==> config.mk <==
export PLATFORM = sky130hd
export DESIGN_NAME = go_back_n_sender_unit
export DESIGN_NICKNAME = d
export VERILOG_FILES = /design/src/design/gbns_pkg.sv /design/src/design/gbns_front.sv /design/src/design/gbns_fifo.sv /design/src/design/gbns_back.sv /design/src/design/go_back_n_sender_unit.sv
export SDC_FILE = /design/constraint.sdc
export NUM_CORES = 1
export LEC_CHECK = 0
export ABC_CLOCK_PERIOD_IN_PS = 9700
export BUFFER_PORTS_ARGS = -buffer_cell sky130_fd_sc_hd__buf_2
export CORE_UTILIZATION = 55
export CTS_CLUSTER_SIZE = 16
export DETAILED_ROUTE_END_ITERATION = 10
export HOLD_SLACK_MARGIN = 0.06
export PLACE_DENSITY_LB_ADDON = 0.12
export SYNTH_ARGS = -nofsm -noshare
export SYNTH_HDL_FRONTEND = slang
export SYNTH_SLANG_ARGS = --single-unit
==> constraint.sdc <==
create_clock -name i_clk -period 9.7 [get_ports i_clk]
set_clock_uncertainty 0.1 [all_clocks]
set_input_delay 1.94 -clock i_clk [delete_from_list [all_inputs] [get_ports i_clk]]
set_output_delay 1.94 -clock i_clk [all_outputs]
set_load 0.1 [all_outputs]
==> src/design/gbns_pkg.sv <==
// ---------------------------------------------------------------------------
// gbns_pkg
// Shared constants, types and sequence helpers for the go-back-n sender.
// ---------------------------------------------------------------------------
`default_nettype none

package gbns_pkg;

    localparam int WINDOW       = 4;
    localparam int SEQ_SPACE    = 8;
    localparam int PAYLOAD_BITS = 64;

    localparam int SEQ_W   = $clog2(SEQ_SPACE);
    localparam int EFF_WIN = (WINDOW < SEQ_SPACE) ? WINDOW : (SEQ_SPACE - 1);
    localparam int PAY_W   = 64;
    localparam int STORE_W = PAYLOAD_BITS;

    localparam int ACK_LSB = PAY_W;
    localparam int OK_BIT  = PAY_W + SEQ_W;
    localparam int TAG_LSB = PAY_W + SEQ_W + 1;

    localparam int IN_DATA_W  = 72;
    localparam int IN_USER_W  = 2;
    localparam int OUT_DATA_W = 80;

    localparam int QDEPTH = 2;
    localparam int QPTR_W = 1;

    typedef logic [SEQ_W-1:0] t_seq;

    typedef enum logic [1:0] {
        MODE_SEND    = 2'd0,
        MODE_ACK     = 2'd1,
        MODE_TIMEOUT = 2'd2
    } t_mode;

    typedef enum logic [1:0] {
        TMR_NONE    = 2'd0,
        TMR_START   = 2'd1,
        TMR_STOP    = 2'd2,
        TMR_RESTART = 2'd3
    } t_tmr;

    typedef struct packed {
        logic             last;
        logic             full;
        t_seq             start;
        t_seq             stop;
        t_tmr             tcmd;
        logic [PAY_W-1:0] pay;
        t_seq             seq;
        logic             pv;
        logic             acc;
    } t_res;

    typedef struct packed {
        logic run;
        logic wr;
        t_seq base;
        t_seq cnt;
        t_res res;
    } t_cmd;

    typedef struct packed {
        logic full;
        logic empty;
    } t_qstat;

    function automatic t_seq seq_add(t_seq a, t_seq b);
        logic [SEQ_W:0] s;
        s = {1'b0, a} + {1'b0, b};
        if (s >= (SEQ_W+1)'(SEQ_SPACE)) begin
            s = s - (SEQ_W+1)'(SEQ_SPACE);
        end
        return s[SEQ_W-1:0];
    endfunction

    function automatic t_seq seq_sub(t_seq a, t_seq b);
        logic [SEQ_W:0] s;
        s = {1'b0, a} + (SEQ_W+1)'(SEQ_SPACE) - {1'b0, b};
        if (s >= (SEQ_W+1)'(SEQ_SPACE)) begin
            s = s - (SEQ_W+1)'(SEQ_SPACE);
        end
        return s[SEQ_W-1:0];
    endfunction

endpackage

`default_nettype wire

==> src/design/gbns_front.sv <==
// ---------------------------------------------------------------------------
// gbns_front
// Accepts items, keeps the window state and queues one command per item.
// ---------------------------------------------------------------------------
`default_nettype none

module gbns_front
    import gbns_pkg::*;
(
    input  wire logic                 i_clk,
    input  wire logic                 i_rst_n,
    input  wire logic                 i_valid,
    output logic                      o_ready,
    input  wire logic [IN_DATA_W-1:0] i_data,
    input  wire logic [IN_USER_W-1:0] i_user,
    input  wire t_qstat               i_qstat,
    output logic                      o_push,
    output t_cmd                      o_cmd
);

    t_seq r_base, n_base;
    t_seq r_next, n_next;
    logic r_full, n_full;

    t_mode            mode;
    logic [PAY_W-1:0] payload;
    t_seq             ack;
    logic             ack_ok;
    t_seq             tag;
    t_seq             inflight;
    t_seq             ack_ofs;
    t_seq             new_base;

    assign mode    = t_mode'(i_user);
    assign payload = i_data[PAY_W-1:0];
    assign ack     = i_data[ACK_LSB +: SEQ_W];
    assign ack_ok  = i_data[OK_BIT];
    assign tag     = i_data[TAG_LSB +: SEQ_W];

    assign inflight = seq_sub(r_next, r_base);
    assign ack_ofs  = seq_sub(ack, r_base);
    assign new_base = seq_add(ack, t_seq'(1));

    assign o_ready = !i_qstat.full;
    assign o_push  = i_valid && o_ready;

    always_comb begin
        o_cmd          = '0;
        o_cmd.res.last = 1'b1;
        o_cmd.res.full = r_full;
        o_cmd.res.tcmd = TMR_NONE;
        n_base         = r_base;
        n_next         = r_next;
        n_full         = r_full;
        case (mode)
            MODE_SEND: begin
                if (!(r_full || ({1'b0, inflight} >= (SEQ_W+1)'(EFF_WIN)))) begin
                    o_cmd.wr      = 1'b1;
                    o_cmd.res.acc = 1'b1;
                    o_cmd.res.pv  = 1'b1;
                    o_cmd.res.seq = r_next;
                    o_cmd.res.pay = PAY_W'(payload[STORE_W-1:0]);
                    if (inflight == '0) begin
                        o_cmd.res.tcmd  = TMR_START;
                        o_cmd.res.start = r_base;
                    end
                    n_next = seq_add(r_next, t_seq'(1));
                    n_full = (({1'b0, inflight} + 1'b1) >= (SEQ_W+1)'(EFF_WIN));
                    o_cmd.res.full = n_full;
                end
            end
            MODE_ACK: begin
                if (ack_ok && ({1'b0, ack} < (SEQ_W+1)'(SEQ_SPACE)) &&
                    (ack_ofs < inflight)) begin
                    o_cmd.res.acc  = 1'b1;
                    o_cmd.res.stop = r_base;
                    n_base         = new_base;
                    n_full         = 1'b0;
                    o_cmd.res.full = 1'b0;
                    if (new_base == r_next) begin
                        o_cmd.res.tcmd = TMR_STOP;
                    end else begin
                        o_cmd.res.tcmd  = TMR_RESTART;
                        o_cmd.res.start = new_base;
                    end
                end
            end
            MODE_TIMEOUT: begin
                o_cmd.res.acc   = 1'b1;
                o_cmd.res.tcmd  = TMR_RESTART;
                o_cmd.res.stop  = tag;
                o_cmd.res.start = tag;
                if (inflight != '0) begin
                    o_cmd.run    = 1'b1;
                    o_cmd.base   = r_base;
                    o_cmd.cnt    = inflight;
                    o_cmd.res.pv = 1'b1;
                end
            end
            default: begin
            end
        endcase
    end

    always_ff @(posedge i_clk) begin
        if (!i_rst_n) begin
            r_base <= '0;
            r_next <= '0;
            r_full <= 1'b0;
        end else if (o_push) begin
            r_base <= n_base;
            r_next <= n_next;
            r_full <= n_full;
        end
    end

endmodule

`default_nettype wire

==> src/design/gbns_fifo.sv <==
// ---------------------------------------------------------------------------
// gbns_fifo
// Short command queue between the front and back parts.
// ---------------------------------------------------------------------------
`default_nettype none

module gbns_fifo
    import gbns_pkg::*;
(
    input  wire logic i_clk,
    input  wire logic i_rst_n,
    input  wire logic i_push,
    input  wire t_cmd i_cmd,
    input  wire logic i_pop,
    output t_cmd      o_head,
    output t_qstat    o_stat
);

    t_cmd              r_mem [QDEPTH];
    logic [QPTR_W-1:0] r_wp;
    logic [QPTR_W-1:0] r_rp;
    logic [QPTR_W:0]   r_cnt;

    assign o_head     = r_mem[r_rp];
    assign o_stat.full  = (r_cnt == (QPTR_W+1)'(QDEPTH));
    assign o_stat.empty = (r_cnt == '0);

    always_ff @(posedge i_clk) begin
        if (i_push) begin
            r_mem[r_wp] <= i_cmd;
        end
    end

    always_ff @(posedge i_clk) begin
        if (!i_rst_n) begin
            r_wp  <= '0;
            r_rp  <= '0;
            r_cnt <= '0;
        end else begin
            if (i_push) begin
                r_wp <= (r_wp == QPTR_W'(QDEPTH - 1)) ? '0 : r_wp + 1'b1;
            end
            if (i_pop) begin
                r_rp <= (r_rp == QPTR_W'(QDEPTH - 1)) ? '0 : r_rp + 1'b1;
            end
            if (i_push && !i_pop) begin
                r_cnt <= r_cnt + 1'b1;
            end else if (!i_push && i_pop) begin
                r_cnt <= r_cnt - 1'b1;
            end
        end
    end

endmodule

`default_nettype wire

==> src/design/gbns_back.sv <==
// ---------------------------------------------------------------------------
// gbns_back
// Executes queued commands: payload store, retransmit runs, output register.
// ---------------------------------------------------------------------------
`default_nettype none

module gbns_back
    import gbns_pkg::*;
(
    input  wire logic   i_clk,
    input  wire logic   i_rst_n,
    input  wire t_cmd   i_head,
    input  wire t_qstat i_qstat,
    output logic        o_pop,
    output logic        o_valid,
    input  wire logic   i_ready,
    output t_res        o_res
);

    logic [STORE_W-1:0] r_store [SEQ_SPACE];
    t_seq               r_idx;
    logic               r_out_valid;
    t_res               r_out;

    logic load;
    logic fire;
    logic run_last;
    t_seq rd_seq;
    t_res res_now;

    assign load     = !r_out_valid || i_ready;
    assign fire     = load && !i_qstat.empty;
    assign rd_seq   = seq_add(i_head.base, r_idx);
    assign run_last = (r_idx == (i_head.cnt - t_seq'(1)));
    assign o_pop    = fire && (!i_head.run || run_last);

    always_comb begin
        res_now = i_head.res;
        if (i_head.run) begin
            res_now.seq  = rd_seq;
            res_now.pay  = PAY_W'(r_store[rd_seq]);
            res_now.last = run_last;
            if (r_idx != '0) begin
                res_now.tcmd  = TMR_NONE;
                res_now.stop  = '0;
                res_now.start = '0;
            end
        end
    end

    always_ff @(posedge i_clk) begin
        if (o_pop && i_head.wr) begin
            r_store[i_head.res.seq] <= i_head.res.pay[STORE_W-1:0];
        end
        if (fire) begin
            r_out <= res_now;
        end
    end

    always_ff @(posedge i_clk) begin
        if (!i_rst_n) begin
            r_idx       <= '0;
            r_out_valid <= 1'b0;
        end else begin
            if (fire) begin
                r_idx <= o_pop ? '0 : r_idx + 1'b1;
            end
            if (load) begin
                r_out_valid <= fire;
            end
        end
    end

    assign o_valid = r_out_valid;
    assign o_res   = r_out;

endmodule

`default_nettype wire

==> src/design/go_back_n_sender_unit.sv <==
// ---------------------------------------------------------------------------
// go_back_n_sender_unit
// Go-back-n sender: send, ack and timeout items in, packet and timer items out.
// ---------------------------------------------------------------------------
// channel  dir  handshake                    payload
// s_axis   in   s_axis_tvalid/s_axis_tready  tdata, tuser (mode)
// m_axis   out  m_axis_tvalid/m_axis_tready  tdata, tlast
//
// send, ack and unused-mode items each give one result in the back part
// timeout, n outstanding: n results, one store read per cycle unless stalled
// results pass through the command queue and then the output register
// reset is synchronous, active low; the payload store is not cleared
// input stalls only when the two-entry command queue is full
// ---------------------------------------------------------------------------
`default_nettype none

module go_back_n_sender_unit
    import gbns_pkg::*;
(
    input  wire logic                  i_clk,
    input  wire logic                  i_rst_n,
    input  wire logic                  s_axis_tvalid,
    output logic                       s_axis_tready,
    // payload[63:0], ack_seq[66:64], ack_ok[67], timer_tag[70:68]
    input  wire logic [IN_DATA_W-1:0]  s_axis_tdata,
    // mode[1:0]
    input  wire logic [IN_USER_W-1:0]  s_axis_tuser,
    output logic                       m_axis_tvalid,
    input  wire logic                  m_axis_tready,
    // accepted[0], packet_valid[1], packet_seq[4:2], packet_payload[68:5],
    // timer_cmd[70:69], timer_stop_seq[73:71], timer_start_seq[76:74],
    // window_full[77]
    output logic [OUT_DATA_W-1:0]      m_axis_tdata,
    output logic                       m_axis_tlast
);

    logic   push;
    logic   pop;
    t_cmd   push_cmd;
    t_cmd   head;
    t_qstat qstat;
    t_res   res;

    gbns_front u_front (
        .i_clk   (i_clk),
        .i_rst_n (i_rst_n),
        .i_valid (s_axis_tvalid),
        .o_ready (s_axis_tready),
        .i_data  (s_axis_tdata),
        .i_user  (s_axis_tuser),
        .i_qstat (qstat),
        .o_push  (push),
        .o_cmd   (push_cmd)
    );

    gbns_fifo u_fifo (
        .i_clk   (i_clk),
        .i_rst_n (i_rst_n),
        .i_push  (push),
        .i_cmd   (push_cmd),
        .i_pop   (pop),
        .o_head  (head),
        .o_stat  (qstat)
    );

    gbns_back u_back (
        .i_clk   (i_clk),
        .i_rst_n (i_rst_n),
        .i_head  (head),
        .i_qstat (qstat),
        .o_pop   (pop),
        .o_valid (m_axis_tvalid),
        .i_ready (m_axis_tready),
        .o_res   (res)
    );

    assign m_axis_tdata = {2'b00, res.full, res.start, res.stop, res.tcmd,
                           res.pay, res.seq, res.pv, res.acc};
    assign m_axis_tlast = res.last;

    a_run_carries_packets: assert property (@(posedge i_clk) disable iff (!i_rst_n)
        m_axis_tvalid && !res.last |-> res.pv && res.acc)
        else $error("non-final result of a run without a packet");

    a_timer_only_if_taken: assert property (@(posedge i_clk) disable iff (!i_rst_n)
        m_axis_tvalid && (res.tcmd != TMR_NONE) |-> res.acc)
        else $error("timer command on a refused item");

    a_no_pop_when_empty: assert property (@(posedge i_clk) disable iff (!i_rst_n)
        pop |-> !qstat.empty)
        else $error("command queue read while empty");

    a_reset_clears_out: assert property (@(posedge i_clk)
        !i_rst_n |=> !m_axis_tvalid)
        else $error("output valid after reset");

endmodule

`default_nettype wire
== Word-level counts from Yosys, hierarchy flattened ==
Memories as Yosys holds them, arrays and structs flattened. A register that Yosys moved wholly into a read port is not among the register bits.
Cells that the tools add are included.

* $add $sub $neg: 19
* $lt $le $gt $ge: 8
* Equality and inequality tests: 7
* Multiplexer cells: 43
* Bitwise logic cells: 1
* Reductions and logical operators: 26

{| class="wikitable"
|+ Operators by type and width
! operator !! count
|-
| $mux 75 || 1
|-
| $mux 71 || 1
|-
| $mux 67 || 1
|-
| $mux 3 || 8
|-
| $ge 4x4->1 const B || 5
|-
| $mux 1 || 18
|-
| $sub 3x1->3 const B || 6
|-
| $add 3x1->4 const B || 3
|-
| $mux 6 || 2
|-
| $mux 9 || 1
|-
| $pmux 3 s3 || 1
|-
| $add 3x4->4 const B || 2
|-
| $mux 8 || 1
|-
| $sub 4x3->4 || 2
|-
| $logic_and 1x1->1 || 7
|-
| $eq 3x3->1 || 2
|-
| $logic_not 1->1 || 6
|-
| $pmux 1 s2 || 3
|-
| $pmux 2 s3 || 1
|-
| $pmux 3 s2 || 1
|-
| $reduce_and 3->1 || 2
|-
| $reduce_bool 3->1 || 2
|-
| $add 3x3->4 || 1
|-
| $eq 2x2->1 const B || 2
|-
| other kinds (19) || 25
|}

* Bits in registers: 94
* RAM bits: 684
* Input bits: 78
* Output and inout bits: 83
* Logic and storage cells: 123
* Memories kept: 2

{| class="wikitable"
|+ Memory list
! name !! depth !! bits a word !! read ports !! clocked after Yosys merged registers in !! write ports !! line !! source
|-
| u_back.r_store || 8 || 64 || 1 || 0 || 1 || gbns_back.sv:20 || <nowiki>logic [STORE_W-1:0] r_store [SEQ_SPACE];</nowiki>
|-
| u_fifo.r_mem || 2 || 86 || 1 || 1 || 1 || gbns_fifo.sv:19 || <nowiki>t_cmd r_mem [QDEPTH];</nowiki>
|}

== Logic depth before layout (Yosys ltp) ==
* Depth after elaboration: 8
* Gate-level depth with buffers: 15

== By module ==
Synthesis repeated with hierarchy kept, for this count alone.

* Cells, all modules: 1513
* Area, all modules: 30708.2 um^2

{| class="wikitable"
|+ By module, submodules not included
! module !! instances !! cells each !! area each (um^2) !! seq. area each (um^2)
|-
| gbns_back || 1 || 1030 || 22669.2 || 17827.1
|-
| gbns_fifo || 1 || 293 || 6615.1 || 5325.1
|-
| gbns_front || 1 || 187 || 1405.1 || 140.1
|-
| go_back_n_sender_unit || 1 || 3 || 18.8 || 0.0
|}

== Least setup slack after synthesis ==
No wires, ideal clock.

* Path type: input to register
* Start point: in m_axis_tready
* End point: mem u_back.r_store[2][0] (netlist name), enable pin
* Setup time: 0.565 ns
* Data arrival time: 9.154 ns
* Data required time: 9.035 ns
* Path slack: -0.118 ns
* Stages: 6
* Path buffers: 1
* Cell sequence: nor2b_1 or2_2 clkbuf_1 inv_1 nand3_1 nor3_1

* Word-level cells in the longest chain between the ends: 6

{| class="wikitable"
|+ Ends and longest elaborated chain
! what !! line !! source
|-
| from (decl) || go_back_n_sender_unit.sv:29 || <nowiki>input wire logic m_axis_tready,</nowiki>
|-
| $logic_or 1x1->1 || gbns_back.sv:31 || <nowiki>assign load = !r_out_valid || i_ready;</nowiki>
|-
| $logic_and 1x1->1 || gbns_back.sv:32 || <nowiki>assign fire = load && !i_qstat.empty;</nowiki>
|-
| net u_back.fire || gbns_back.sv:26 || <nowiki>logic fire;</nowiki>
|-
| $logic_and 1x1->1 || gbns_back.sv:35 || <nowiki>assign o_pop = fire && (!i_head.run || run_last);</nowiki>
|-
| $logic_and 1x1->1 || gbns_back.sv:52 || <nowiki>if (o_pop && i_head.wr) begin</nowiki>
|-
| $mux 1 || gbns_back.sv:52 ||
|-
| $mux 1 (not written as such) || gbns_back.sv:53 || <nowiki>r_store[i_head.res.seq] <= i_head.res.pay[STORE_W-1:0];</nowiki>
|-
| to (decl) || gbns_back.sv:20 ||
|}

The timed path passes the listed nets, and every way through them passes these cells.

==> results_dict.tcl <==
set metrics [dict create \
    outcome "finished, final reports clean" \
    placed_cell_area_sq_um 32000 \
    wire_per_inst_um 23.3 \
    cts_inserted_buffers 77 \
    min_from "u_fifo.r_rp" \
    drt_first_pass_iters 5 \
    rows 85 \
    clk_pin_slew_worst_paths_ps 60 \
    die-area_sq_um 56300 \
    drtAntennaViolNets 0 \
    gp_congestion 0.836 \
    p_per_area_nw_per_um2 333 \
    clockBufferDepth 3 \
    cts_tree "done" \
    min_path_type "flop to flop" \
    synthTopCellsByArea "edfxtp_1 75%, mux2i_1 4.7%, nand2_1 3.3%" \
    drcViolationCount 0 \
    syn_area_per_cell_sq_um 16.2 \
    start_util_pct 56.1 \
    grt_util_all_layers_pct 23.4 \
    dp_cells 2661 \
    ys_types 46 \
    fin_setup_tns_ps 0 \
    finalSetupViolations 0 \
    syn2layout_area_growth_pct 13.4 \
    first_global_vias 16800 \
    ys_warn_count 0 \
    crit_type "flop to flop" \
    synth-xor-area-share_pct 0.621 \
    cap_violations 0 \
    vdd_drop_max_mv 0.278 \
    nets 2139 \
    crit_path_start_kind "flop" \
    reg2reg_setup_slack_ps 4410 \
    vias_per_cell 5.98 \
    ctsHoldBuffers 0 \
    root_buffer "clkbuf_16" \
    grt_overflow 0 \
    synthMuxAreaShare_pct 7.40 \
    synth_edf_count 763 \
    port_buffers 157 \
    slew_violations 0 \
    syn_area_sq_um 30400 \
    grt_max_degree 149 \
    synth.top_cells.by_count "763 x edfxtp_1, 271 x nand2_1, 144 x mux2i_1" \
    antenna_found_initial 1 \
    finalWirelength_um 65400 \
    cts_resized 0 \
    reg2reg_depth 10 \
    synthSimpleGateAreaFrac_pct 7.39 \
    rsz0062_at_grt "no" \
    synth-compound-area-share_pct 5.62 \
    design.core.area_sq_um 54200 \
    worstMarginPinSlew_ps 1240 \
    yosys.area.top_type "edfxtp_1" \
    p_leak_nw 11.9 \
    holdPathStages 2 \
    yosys.area.top_type_share_pct 75.3 \
    synth_ff_type "edfxtp_1" \
    min_period_ps 5290 \
    path_max_fanout 148 \
    critPathCaptureType "flop" \
    stdcell_area_sq_um 34500 \
    yosys.area_share.adder_pct 0.773 \
    finalPower_mw 11.5 \
    timing.fmax_mhz 189 \
    synthArstFlopShare_pct 0 \
    yosysSeqAreaShare_pct 76.4 \
    synth.most_common_cell "edfxtp_1" \
    synth_cells 1878 \
    finalHoldViolCount 0 \
    grt_first_pass_wirelength_um 98400 \
    ios 161 \
    num_vias 16800 \
    insertion_delay_ps 620 \
    synth_top_family_by_area "multiplexers" \
    whs_ps 408 \
    dpl.hpwl_um 33000 \
    layoutNonFillerInstCount 2801 \
    layout-drive-gt1-share_pct 18.5 \
    n_antenna_cell 0 \
    fin_crit_sh_pct 54.5 \
    slew_headroom_pct 17.1 \
    reg2reg_to "u_back.o_res[16]" \
    drtIter0Drc 1271 \
    cp.arrival_ps 5530 \
    cts_setup_buffers 0 \
    cts.sinks 779 \
    die_y_um 237 \
    synth_seq_cells 779 \
    htree_levels 3 \
    die_w_um 237 \
    crit_required_ps 9940 \
]
==> critical path: stages, from the launching register on <==
cell	delay (ps)
dfxtp_4	880
mux2_2	430
ha_1	200
fa_1	400
xor2_1	510
xnor2_2	190
buf_4	620
buf_12	590
mux2i_1	270
o221ai_1	160
o32a_1	350
==> flip-flops by register name (all words and copies together), names as in the netlist, 2 cells and up, named ones only <==
register	cells
u_back.r_idx	3
u_fifo.r_mem	172
u_back.o_res	79
u_fifo.r_cnt	2
u_back.r_store	512
u_front.r_base	3
u_front.r_next	3
==> worst max-delay path by stage <==
stage	start	to	slack [ps]	depth (start not counted)
after floorplan	m_axis_tready	u_back.r_store[2][0]	-120	6
after detailed placement	flop	u_back.r_store[7][32]	4430	9
after CTS	flop	u_back.r_store[7][3]	4430	9
after global placement	flop	u_back.o_res[8]	4520	10
after global routing	flop	u_back.r_store[2][48]	4220	9
final	flop	u_back.o_res[16]	4410	10
==> routing by layer <==
layer,vias up,global-route usage (%),part of all wire [%]
met5,-,0,0.020
met1,8590,32.9,44
met2,522,38.2,49
li1,7550,-,-
met3,89,3.18,5.6
met4,2,7.35,1.8
==> through the flow <==
stage	utilization, %	setup slack [ps]
floorplan	-	-118
global placement	59.1	4520
detailed placement	59.1	4430
CTS	63.6	4430
global route	63.6	4220
finish	63.6	4410
==> cell type report <==
class                   count  area, sq um
flip-flops and latches    779        23200
fillers                  3908        19700
multi-input cells         967         6760
clock buffers             102         2110
repair buffers            194         1080
well taps                 696          871
clock inverters            38          349
inverters                  25         97.6
==> logic make-up after synthesis <==
logic type	count (synthesis)
buffers and inverters	133
adder cells (fa/ha/maj)	17
flip-flops	779
AO/OA/AOI/OAI	214
other	1
multiplexers	216
AND/OR/NAND/NOR	498
XOR/XNOR	20
==> cells in the final DEF, fill, tap and decap left out, drive strengths merged, types with 2 or more instances in the layout <==
master | Yosys | layout
nor2 | 25 | 25
clkbuf | 66 | 102
a21boi | 10 | 10
or3 | 3 | 3
a21oi | 48 | 48
o22ai | 3 | 3
o31ai | 3 | 3
dfxtp | 16 | 16
nor3 | 15 | 15
nand2 | 271 | 271
fa | 3 | 3
o221ai | 22 | 22
clkinv | 0 | 30
o21ai | 8 | 8
a2111oi | 2 | 2
mux2 | 72 | 72
a32o | 42 | 42
edfxtp | 763 | 763
conb | 1 | 2
inv | 25 | 25
o31a | 2 | 2
a31oi | 4 | 4
or2 | 3 | 3
bufinv | 0 | 6
mux2i | 144 | 144
nand3 | 91 | 91
xor2 | 7 | 7
ha | 14 | 14
and2 | 77 | 77
xnor2 | 12 | 12
o211a | 2 | 2
buf | 42 | 194
nor2b | 3 | 3
clkinvlp | 0 | 2
a221oi | 42 | 42
or4 | 3 | 3
o32a | 22 | 22
nand2b | 5 | 5
==> power breakdown <==
part / internal, mW / switching [mW] / total (mW)
Sequential: 4.47 / 0.170 / 4.64
Clock: 1.69 / 1.20 / 2.89
Combinational: 0.928 / 3.05 / 3.97
(Power assumes the default switching activity.)
